[src/rtl/sfc_pkg.sv]
// Constants and types shared by the sphere frustum cull modules
`timescale 1ns / 1ps
package sfc_pkg;

  localparam int NUM_PLANES     = 6;
  localparam int PLANE_BITS     = 64;
  localparam int NORMAL_BITS    = 14;
  localparam int OFFSET_BITS    = 22;
  localparam int FRAC_BITS      = 12;
  localparam int NX_LSB         = 0;
  localparam int NY_LSB         = 14;
  localparam int NZ_LSB         = 28;
  localparam int D_LSB          = 42;
  localparam int CFG_IDX_BITS   = 3;
  localparam int OUT_BITS       = 24;
  localparam int QUEUE_DEPTH    = 8;
  localparam int INDEX_BITS_DEF = 24;
  localparam int COORD_BITS_DEF = 22;

  typedef enum logic [CFG_IDX_BITS-1:0] {
    REG_PLANE_LEFT   = 3'd0,
    REG_PLANE_RIGHT  = 3'd1,
    REG_PLANE_BOTTOM = 3'd2,
    REG_PLANE_TOP    = 3'd3,
    REG_PLANE_NEAR   = 3'd4,
    REG_PLANE_FAR    = 3'd5
  } sfc_reg_e;

endpackage

[src/rtl/sfc_back.sv]
// Output stage that drains the index queue into the result channel
`timescale 1ns / 1ps
module sfc_back (
  input  logic                         clk_i,
  input  logic                         rst_ni,
  input  logic                         fifo_valid_i,
  input  logic [sfc_pkg::OUT_BITS-1:0] fifo_data_i,
  output logic                         pop_o,
  output logic                         out_valid_o,
  input  logic                         out_ready_i,
  output logic [sfc_pkg::OUT_BITS-1:0] block_index_o
);
  import sfc_pkg::*;

  logic                out_valid_q, out_valid_d;
  logic [OUT_BITS-1:0] out_index_q;

  assign pop_o       = fifo_valid_i && (!out_valid_q || out_ready_i);
  assign out_valid_d = pop_o || (out_valid_q && !out_ready_i);

  always_ff @(posedge clk_i or negedge rst_ni) begin
    if (!rst_ni) begin
      out_valid_q <= 1'b0;
    end else begin
      out_valid_q <= out_valid_d;
    end
  end

  always_ff @(posedge clk_i) begin
    if (pop_o) begin
      out_index_q <= fifo_data_i;
    end
  end

  assign out_valid_o   = out_valid_q;
  assign block_index_o = out_index_q;

endmodule

[config.mk]
export PLATFORM = sky130hd
export DESIGN_NAME = sfc_back
export DESIGN_NICKNAME = d
export VERILOG_FILES = /design/src/rtl/sfc_pkg.sv /design/src/rtl/sfc_back.sv
export SDC_FILE = /design/constraint.sdc
export NUM_CORES = 1
export LEC_CHECK = 0
export BUFFER_PORTS_ARGS = -buffer_cell sky130_fd_sc_hd__clkbuf_2
export CAP_MARGIN = 10
export CORE_MARGIN = 2
export CORE_UTILIZATION = 41
export CTS_BUF_LIST = sky130_fd_sc_hd__clkbuf_4 sky130_fd_sc_hd__clkbuf_8
export DETAILED_ROUTE_END_ITERATION = 16
export HOLD_SLACK_MARGIN = 0.12
export PLACE_DENSITY = 0.91
export SYNTH_ARGS = -nofsm -noshare
export SYNTH_HDL_FRONTEND = slang
export SYNTH_SLANG_ARGS = --single-unit
[constraint.sdc]
create_clock -name clk_i -period 1.9 [get_ports clk_i]
set_clock_uncertainty 0.05 [all_clocks]
set_input_delay 0.285 -clock clk_i [delete_from_list [all_inputs] [get_ports clk_i]]
set_output_delay 0.285 -clock clk_i [all_outputs]
set_load 0.03 [all_outputs]
==> impl_metrics.json <==
{
  "outcome": "completed",
  "max_freq_mhz": 638.3,
  "vias_per_cell": 4.029,
  "ios": 54,
  "reg2reg_to": "block_index_o[4]$_DFFE_PP_",
  "yosysTopAreaCell": "edfxtp_1",
  "worstSetupPathType": "input pin to primary output",
  "synth-seq-cells": 25,
  "power.density_mw_per_mm2": 775.0,
  "total_power_w": 0.001051,
  "gp_congestion": 0.5953,
  "avgRoutedWirePerCell_um": 12.92,
  "rows": 15,
  "cp_data_required_time_ns": 1.56,
  "seqPwrFrac": 0.617,
  "vias": 552,
  "synth-seq-area-share": 0.9755,
  "grt_max_degree": 25,
  "hold_end": "out_valid_o$_DFF_PN0_",
  "hold_class": "input pin to register",
  "die_area_mm2": 0.002226,
  "ys_types": 4,
  "ant_nets": 0,
  "netlist_area_um2": 764.5,
  "drt_first_pass_iters": 4,
  "grtUsageTotal": 0.1727,
  "final-setup-viol-count": 0,
  "maxCapViolations": 0,
  "cts_buffers": 3,
  "final_max_slew_viol_count": 0,
  "critical_path.max_fanout": 2,
  "wl_um": 1770,
  "core_area_mm2": 0.001745,
  "yosys_warnings": 0,
  "area_delta_synth_final_pct": 77.41,
  "cts.sinks": 25,
  "chipWidth_um": 47.18,
  "start_kind": "input pin",
  "synth_nets": 56,
  "clkTransAtPathRegs_ns": 0.13,
  "rsz0062_at_grt": "no",
  "clock_tree.buffer_depth": 2,
  "layout-drive-gt1-share": 0.5179,
  "nNetsFinal": 141,
  "htree_num_levels": 1,
  "syn_avg_cell_area_um2": 27.30,
  "min_from": "out_ready_i",
  "tightest_slew_ns": 0.2972,
  "grt_pass1_wl_um": 2532,
  "swShare": 0.2438,
  "route.detailed.drc": 0,
  "grt_overflow": 0,
  "pwr-share-comb": 0.170,
  "n_antenna_cell": 0,
  "min_path_cells": 3,
  "cts_resized": 0,
  "first_global_vias": 532,
  "arrival_ns": 1.23,
  "dr.first_iter.drc_count": 4,
  "fin_crit_sh": 0.8246,
  "tns_ns": 0,
  "yosys-top-cells-area": "edfxtp_1 94%, dfrtp_1 3.3%, nand2b_1 1.6%",
  "reg2reg_setup_slack_ns": 0.60,
  "reg2reg_depth": 3,
  "pwr-share-clk": 0.213,
  "min_period_ns": 1.567,
  "ir_drop_v": 0.0004804,
  "end_kind": "primary output",
  "io_buffers": 53,
  "antenna_found_initial": 0,
  "layout_common_cells": "53 x clkbuf_2, 26 x dlygate4sd3_1, 24 x edfxtp_1",
  "leakagePower_nw": 0.5988,
  "p_switching_w": 0.0002563,
  "hold_viol": 0,
  "synth_top_area_frac": 0.9427,
  "cts_tree": "yes",
  "clk-insertion-delay-late_ns": 0.31,
  "die_y_um": 47.18,
  "internal-power_w": 0.0007948,
  "layout_commonest_cell": "clkbuf_2",
  "cts_root_buf": "clkbuf_4",
  "dp_slack_ns": 0.6222,
  "synthCells": 28,
  "setup_ws_ns": 0.3333,
  "initial_core_util": 0.4380,
  "rr_startpoint": "out_valid_o$_DFF_PN0_",
  "max_slew_margin": 0.8019
}
-- cell families after synthesis --
group	synth area share
flip-flops	0.9754
AND/OR/NAND/NOR	0.02455
-- cell type report --
type	instances	area, µm²
flip-flops and latches	25	745.7
fillers	115	389.1
clock inverters	1	5.005
multi-input cells	3	18.77
clock buffers	3	22.52
repair buffers	80	533.0
well taps	25	31.28
-- per-stage QoR --
stage,hold WS [ns],cells,util,instance area [µm²]
finish,0.1884,137,0.7771,1356
floorplan,-0.06059,28,-,764.5
CTS,0.1769,137,0.7771,1356
detailed placement,0.01199,107,0.6122,1069
global placement,0.01116,107,0.6122,1069
global route,0.2025,137,0.7771,1356
-- worst max-delay path by stage --
stage                                      from                          to  slack, ns  cells past startpoint
after floorplan           out_valid_o$_DFF_PN0_  block_index_o[0]$_DFFE_PP_       0.03                      2
after detailed placement            out_ready_i  block_index_o[1]$_DFFE_PP_       0.62                      4
after global placement              out_ready_i  block_index_o[3]$_DFFE_PP_       0.64                      4
final                              fifo_valid_i                       pop_o       0.33                      4
after global routing               fifo_valid_i                       pop_o       0.29                      4
after CTS                          fifo_valid_i                       pop_o       0.33                      4
-- cells in the mapped netlist --
cell / count
edfxtp_1: 24
dfrtp_1: 1
nand2b_1: 2
and2_1: 1
-- routing by layer --
metal,up-vias,global-route usage,wire (µm)
li1,277,-,-
met1,251,0.2268,750
met2,22,0.2767,920
met3,2,0.03846,80
met4,0,0.07778,20
met5,-,0,0
-- state kept, by name, indices dropped and copies added, names as in the netlist --
| register | flops |
|---|---|
| block_index_o | 24 |
| out_valid_o | 1 |
-- critical path, cell delays in order --
cell	delay [ns]
dlygate4sd3_1	0.53
clkbuf_2	0.10
and2_1	0.13
clkbuf_2	0.18
-- power by group through the flow --
stage / logic (W) / registers [W] / clock network (W)
floorplan: 0.0000153 / 0.000722 / 0
global placement: 0.000132 / 0.000659 / 0
detailed placement: 0.000135 / 0.000660 / 0
CTS: 0.000177 / 0.000648 / 0.000229
global route: 0.000190 / 0.000651 / 0.000253
finish: 0.000178 / 0.000649 / 0.000224
-- repair_timing --
item                                   4_1_cts  5_1_grt
hold buffers                                26        0
endpoints found under the hold margin       26        0
buffers inserted                             0        0
setup endpoints to repair                    0        0
Note: power is estimated with default switching activity, not from simulation.
