[src/rtl/sfc_pkg.sv]
// Constants and types shared by the sphere frustum cull modules
`timescale 1ns / 1ps
package sfc_pkg;

  localparam int NUM_PLANES     = 6;
  localparam int PLANE_BITS     = 64;
  localparam int NORMAL_BITS    = 14;
  localparam int OFFSET_BITS    = 22;
  localparam int FRAC_BITS      = 12;
  localparam int NX_LSB         = 0;
  localparam int NY_LSB         = 14;
  localparam int NZ_LSB         = 28;
  localparam int D_LSB          = 42;
  localparam int CFG_IDX_BITS   = 3;
  localparam int OUT_BITS       = 24;
  localparam int QUEUE_DEPTH    = 8;
  localparam int INDEX_BITS_DEF = 24;
  localparam int COORD_BITS_DEF = 22;

  typedef enum logic [CFG_IDX_BITS-1:0] {
    REG_PLANE_LEFT   = 3'd0,
    REG_PLANE_RIGHT  = 3'd1,
    REG_PLANE_BOTTOM = 3'd2,
    REG_PLANE_TOP    = 3'd3,
    REG_PLANE_NEAR   = 3'd4,
    REG_PLANE_FAR    = 3'd5
  } sfc_reg_e;

endpackage

[src/rtl/sfc_fifo.sv]
// Result index queue between the test pipeline and the output stage
`timescale 1ns / 1ps
module sfc_fifo (
  input  logic                         clk_i,
  input  logic                         rst_ni,
  input  logic                         push_i,
  input  logic [sfc_pkg::OUT_BITS-1:0] data_i,
  input  logic                         pop_i,
  output logic                         valid_o,
  output logic [sfc_pkg::OUT_BITS-1:0] data_o
);
  import sfc_pkg::*;

  localparam int PTR_W = (QUEUE_DEPTH > 1) ? $clog2(QUEUE_DEPTH) : 1;
  localparam int CNT_W = $clog2(QUEUE_DEPTH + 1);
  localparam logic [PTR_W-1:0] PTR_LAST = PTR_W'(QUEUE_DEPTH - 1);

  logic [OUT_BITS-1:0] mem_q [QUEUE_DEPTH];
  logic [PTR_W-1:0]    wr_ptr_q, wr_ptr_d;
  logic [PTR_W-1:0]    rd_ptr_q, rd_ptr_d;
  logic [CNT_W-1:0]    cnt_q, cnt_d;

  always_comb begin
    wr_ptr_d = wr_ptr_q;
    rd_ptr_d = rd_ptr_q;
    if (push_i) begin
      wr_ptr_d = (wr_ptr_q == PTR_LAST) ? '0 : wr_ptr_q + 1'b1;
    end
    if (pop_i) begin
      rd_ptr_d = (rd_ptr_q == PTR_LAST) ? '0 : rd_ptr_q + 1'b1;
    end
    cnt_d = cnt_q + CNT_W'(push_i) - CNT_W'(pop_i);
  end

  always_ff @(posedge clk_i or negedge rst_ni) begin
    if (!rst_ni) begin
      wr_ptr_q <= '0;
      rd_ptr_q <= '0;
      cnt_q    <= '0;
    end else begin
      wr_ptr_q <= wr_ptr_d;
      rd_ptr_q <= rd_ptr_d;
      cnt_q    <= cnt_d;
    end
  end

  always_ff @(posedge clk_i) begin
    if (push_i) begin
      mem_q[wr_ptr_q] <= data_i;
    end
  end

  assign valid_o = (cnt_q != '0);
  assign data_o  = mem_q[rd_ptr_q];

endmodule

[config.mk]
export PLATFORM = sky130hd
export DESIGN_NAME = sfc_fifo
export DESIGN_NICKNAME = d
export VERILOG_FILES = /design/src/rtl/sfc_pkg.sv /design/src/rtl/sfc_fifo.sv
export SDC_FILE = /design/constraint.sdc
export NUM_CORES = 1
export LEC_CHECK = 0
export ABC_CLOCK_PERIOD_IN_PS = 2950
export BUFFER_PORTS_ARGS = -buffer_cell sky130_fd_sc_hd__buf_2
export CAP_MARGIN = 20
export CORE_MARGIN = 1.5
export CORE_UTILIZATION = 40
export DETAILED_ROUTE_END_ITERATION = 7
export MAX_ROUTING_LAYER = met4
export PLACE_DENSITY = 0.57
export REMOVE_ABC_BUFFERS = 1
export SLEW_MARGIN = 15
export SYNTH_ARGS = -nofsm -noshare
export SYNTH_HDL_FRONTEND = slang
export SYNTH_SLANG_ARGS = --single-unit
[constraint.sdc]
create_clock -name clk_i -period 2.95 [get_ports clk_i]
set_clock_uncertainty 0.2 [all_clocks]
set_input_delay 0.295 -clock clk_i [delete_from_list [all_inputs] [get_ports clk_i]]
set_output_delay 0.295 -clock clk_i [all_outputs]
set_load 0.1 [all_outputs]
==> impl_metrics.json <==
{
  "rr_startpoint": "wr_ptr_q[2]",
  "layout-drive-gt1-share_pct": 28.23,
  "fill_cells": 1622,
  "setup_viol": 0,
  "crit_top_cell": "nand2_1",
  "synth.yosys.seq_area_share_pct": 76.24,
  "antenna_found_initial": 0,
  "worstMarginPinSlew_ns": 0.4946,
  "yosys_most_used_dff": "edfxtp_1",
  "crit_path_end_kind": "primary output",
  "drtPass1Iterations": 4,
  "post-synth-top-area-fraction_pct": 73.07,
  "ff2ff_path_depth": 3,
  "worst-path-buf-inv": 2,
  "slowest_stage": "mux4_1",
  "drc": 0,
  "status": "complete, but fails checks",
  "dpl.cell_count": 701,
  "synth_top_area_cell": "edfxtp_1",
  "layout.cells.non_filler": 768,
  "initial_core_util_pct": 40.67,
  "io_buffers": 52,
  "cts_buffers": 22,
  "critPathRequiredTime_ns": 2.46,
  "via_count": 3771,
  "core_um2": 19400,
  "hold_class": "input pin to asynchronous set/reset pin",
  "synth-seq-cells": 202,
  "wl_per_cell_um": 19.15,
  "r2r_end": "mem_q[3][1]",
  "yosys_warnings": 0,
  "grt_pass1_vias": 4012,
  "wl_um": 14710,
  "synth.most_common_cell": "edfxtp_1",
  "synth-edff-count": 192,
  "die_x_um": 143.4,
  "diodes": 0,
  "cts_root_buf": "clkbuf_16",
  "cts_tree": "done",
  "fin_nets": 525,
  "clock_latency_ns": 0.49,
  "htreeDepth": 1,
  "drv_slew": 0,
  "dieArea_um2": 20580,
  "syn-instance-count": 384,
  "max_stage_delay_ns": 0.63,
  "clockBufferDepth": 3,
  "crit_chain": "buf_4 > mux4_1 > nand2_1 > nand2_1 > buf_2",
  "clock.fmax_ghz": 0.3656,
  "routed_via_density": 4.910,
  "drv_cap": 0,
  "rrSetupSlack_ns": 1.18,
  "postSynthAreaPerCell_um2": 20.55,
  "arrival_ns": 2.24,
  "final_antenna_net_count": 0,
  "path_max_fanout": 16,
  "holdWs_ns": -0.001647,
  "grt_max_degree": 36,
  "worstSetupPathType": "flip-flop to primary output",
  "grt_usage_pct": 15.48,
  "cts_sinks": 202,
  "clkTransAtPathRegs_ns": 0.06,
  "fin_area_um2": 9539,
  "cts_setup_buffers": 0,
  "die_h_um": 143.4,
  "critPathLaunchType": "flip-flop",
  "syn_to_final_growth_pct": 20.90,
  "cp_top_family": "multiplexers",
  "period_needed_ns": 2.735,
  "violations": "negative hold slack",
  "pin_count": 53,
  "synthTopCellsByCount": "edfxtp_1, nand2_1, mux4_2, mux4_1, dfrtp_1",
  "syn_area_um2": 7890,
  "finalCritPeriodShare_pct": 92.72,
  "final_util_pct": 49.17,
  "gr-total-overflow": 0,
  "rsz0062_at_grt": "false",
  "dp_hpwl_um": 8120,
  "ys_top_cells_by_area": "edfxtp_1, mux4_2, mux4_1",
  "dpl-instance-area_um2": 8567,
  "async_reset_ff_share_pct": 4.950,
  "max-slew-margin-rel_pct": 67.25,
  "synthDistinctLibCells": 22,
  "grt_pass1_wl_um": 22830,
  "place.gp.congestion": 0.6653,
  "first_iter_violations": 216,
  "hold_violations": 4,
  "rows": 51
}
metrics by stage:
stage                     setup slack, ns  setup TNS (ns)
after floorplan                   -0.6441          -15.01
after global placement             0.7007               0
after detailed placement           0.7054               0
after CTS                          0.1740               0
after global routing               0.1024               0
final                              0.2146               0
worst max path at each step:
stage | endpoint | slack (ns) | start | cells after the start
floorplan | data_o[10] | -0.64 | rd_ptr_q[0] | 3
global placement | data_o[4] | 0.70 | rd_ptr_q[0] | 5
detailed placement | data_o[3] | 0.71 | rd_ptr_q[0] | 5
CTS | data_o[3] | 0.17 | rd_ptr_q[0] | 5
global route | data_o[2] | 0.10 | rd_ptr_q[0] | 5
finish | data_o[3] | 0.21 | rd_ptr_q[0] | 5
logic make-up (layout without fill, tap and decap cells):
family / count (synthesis) / after routing / share of synthesized area (%)
AO/OA/AOI/OAI: 4 / 4 / 0.2854
XOR/XNOR: 2 / 2 / 0.2221
adder cells (fa/ha/maj): 10 / 10 / 1.681
buffers and inverters: 24 / 143 / 1.808
flip-flops: 202 / 202 / 76.24
multiplexers: 52 / 52 / 15.27
AND/OR/NAND/NOR: 90 / 90 / 4.488
sequential cells by signal, summed over array words and instances, names as in the netlist:
signal / cells
mem_q: 192
cnt_q: 4
wr_ptr_q: 3
rd_ptr_q: 3
placed cells by master, fill, tap and decap left out:
| master | instances |
|---|---|
| mux4_1 | 21 |
| clkbuf_16 | 23 |
| edfxtp_1 | 192 |
| dlygate4sd3_1 | 27 |
| a21oi_1 | 1 |
| nor2_1 | 2 |
| nand2_1 | 75 |
| nand2b_1 | 2 |
| nand3b_1 | 2 |
| nor3_2 | 2 |
| xor2_1 | 2 |
| inv_1 | 8 |
| fa_1 | 1 |
| dfrtp_1 | 8 |
| o21ai_0 | 2 |
| a21o_1 | 1 |
| nor2_2 | 6 |
| mux2_2 | 4 |
| buf_2 | 52 |
| buf_12 | 4 |
| clkbuf_1 | 1 |
| bufinv_16 | 2 |
| dfrtp_2 | 2 |
| mux4_2 | 27 |
| buf_4 | 12 |
| clkinv_2 | 8 |
| ha_1 | 9 |
| clkinv_1 | 6 |
| nand3_1 | 1 |
timing repair:
| item | in CTS | in global routing |
|---|---|---|
| endpoints found under the hold margin | 209 | 0 |
| hold buffers | 27 | 0 |
| resized for setup | 0 | 0 |
metal layers:
layer / global-route usage (%) / part of all wire [%] / wire length (um)
met1: 19.80 / 42 / 6172
met2: 26.06 / 52 / 7615
met3: 2.433 / 5.1 / 754
met4: 3.921 / 1.1 / 167
met5: - / 0 / 0
cell type report:
type / count / area (um^2) / share of cell area, %
multi-input combinational: 158 / 1757 / 18.42
clock inverter: 16 / 122.6 / 1.285
clock buffer: 24 / 579.3 / 6.073
tap: 265 / 331.6 / 3.476
inverter: 8 / 30.03 / 0.3148
sequential: 202 / 6018 / 63.09
timing repair buffer: 95 / 700.7 / 7.345
Power is not shown: default switching activity piles up to over one toggle a cycle in this logic, so the estimate is an artifact.
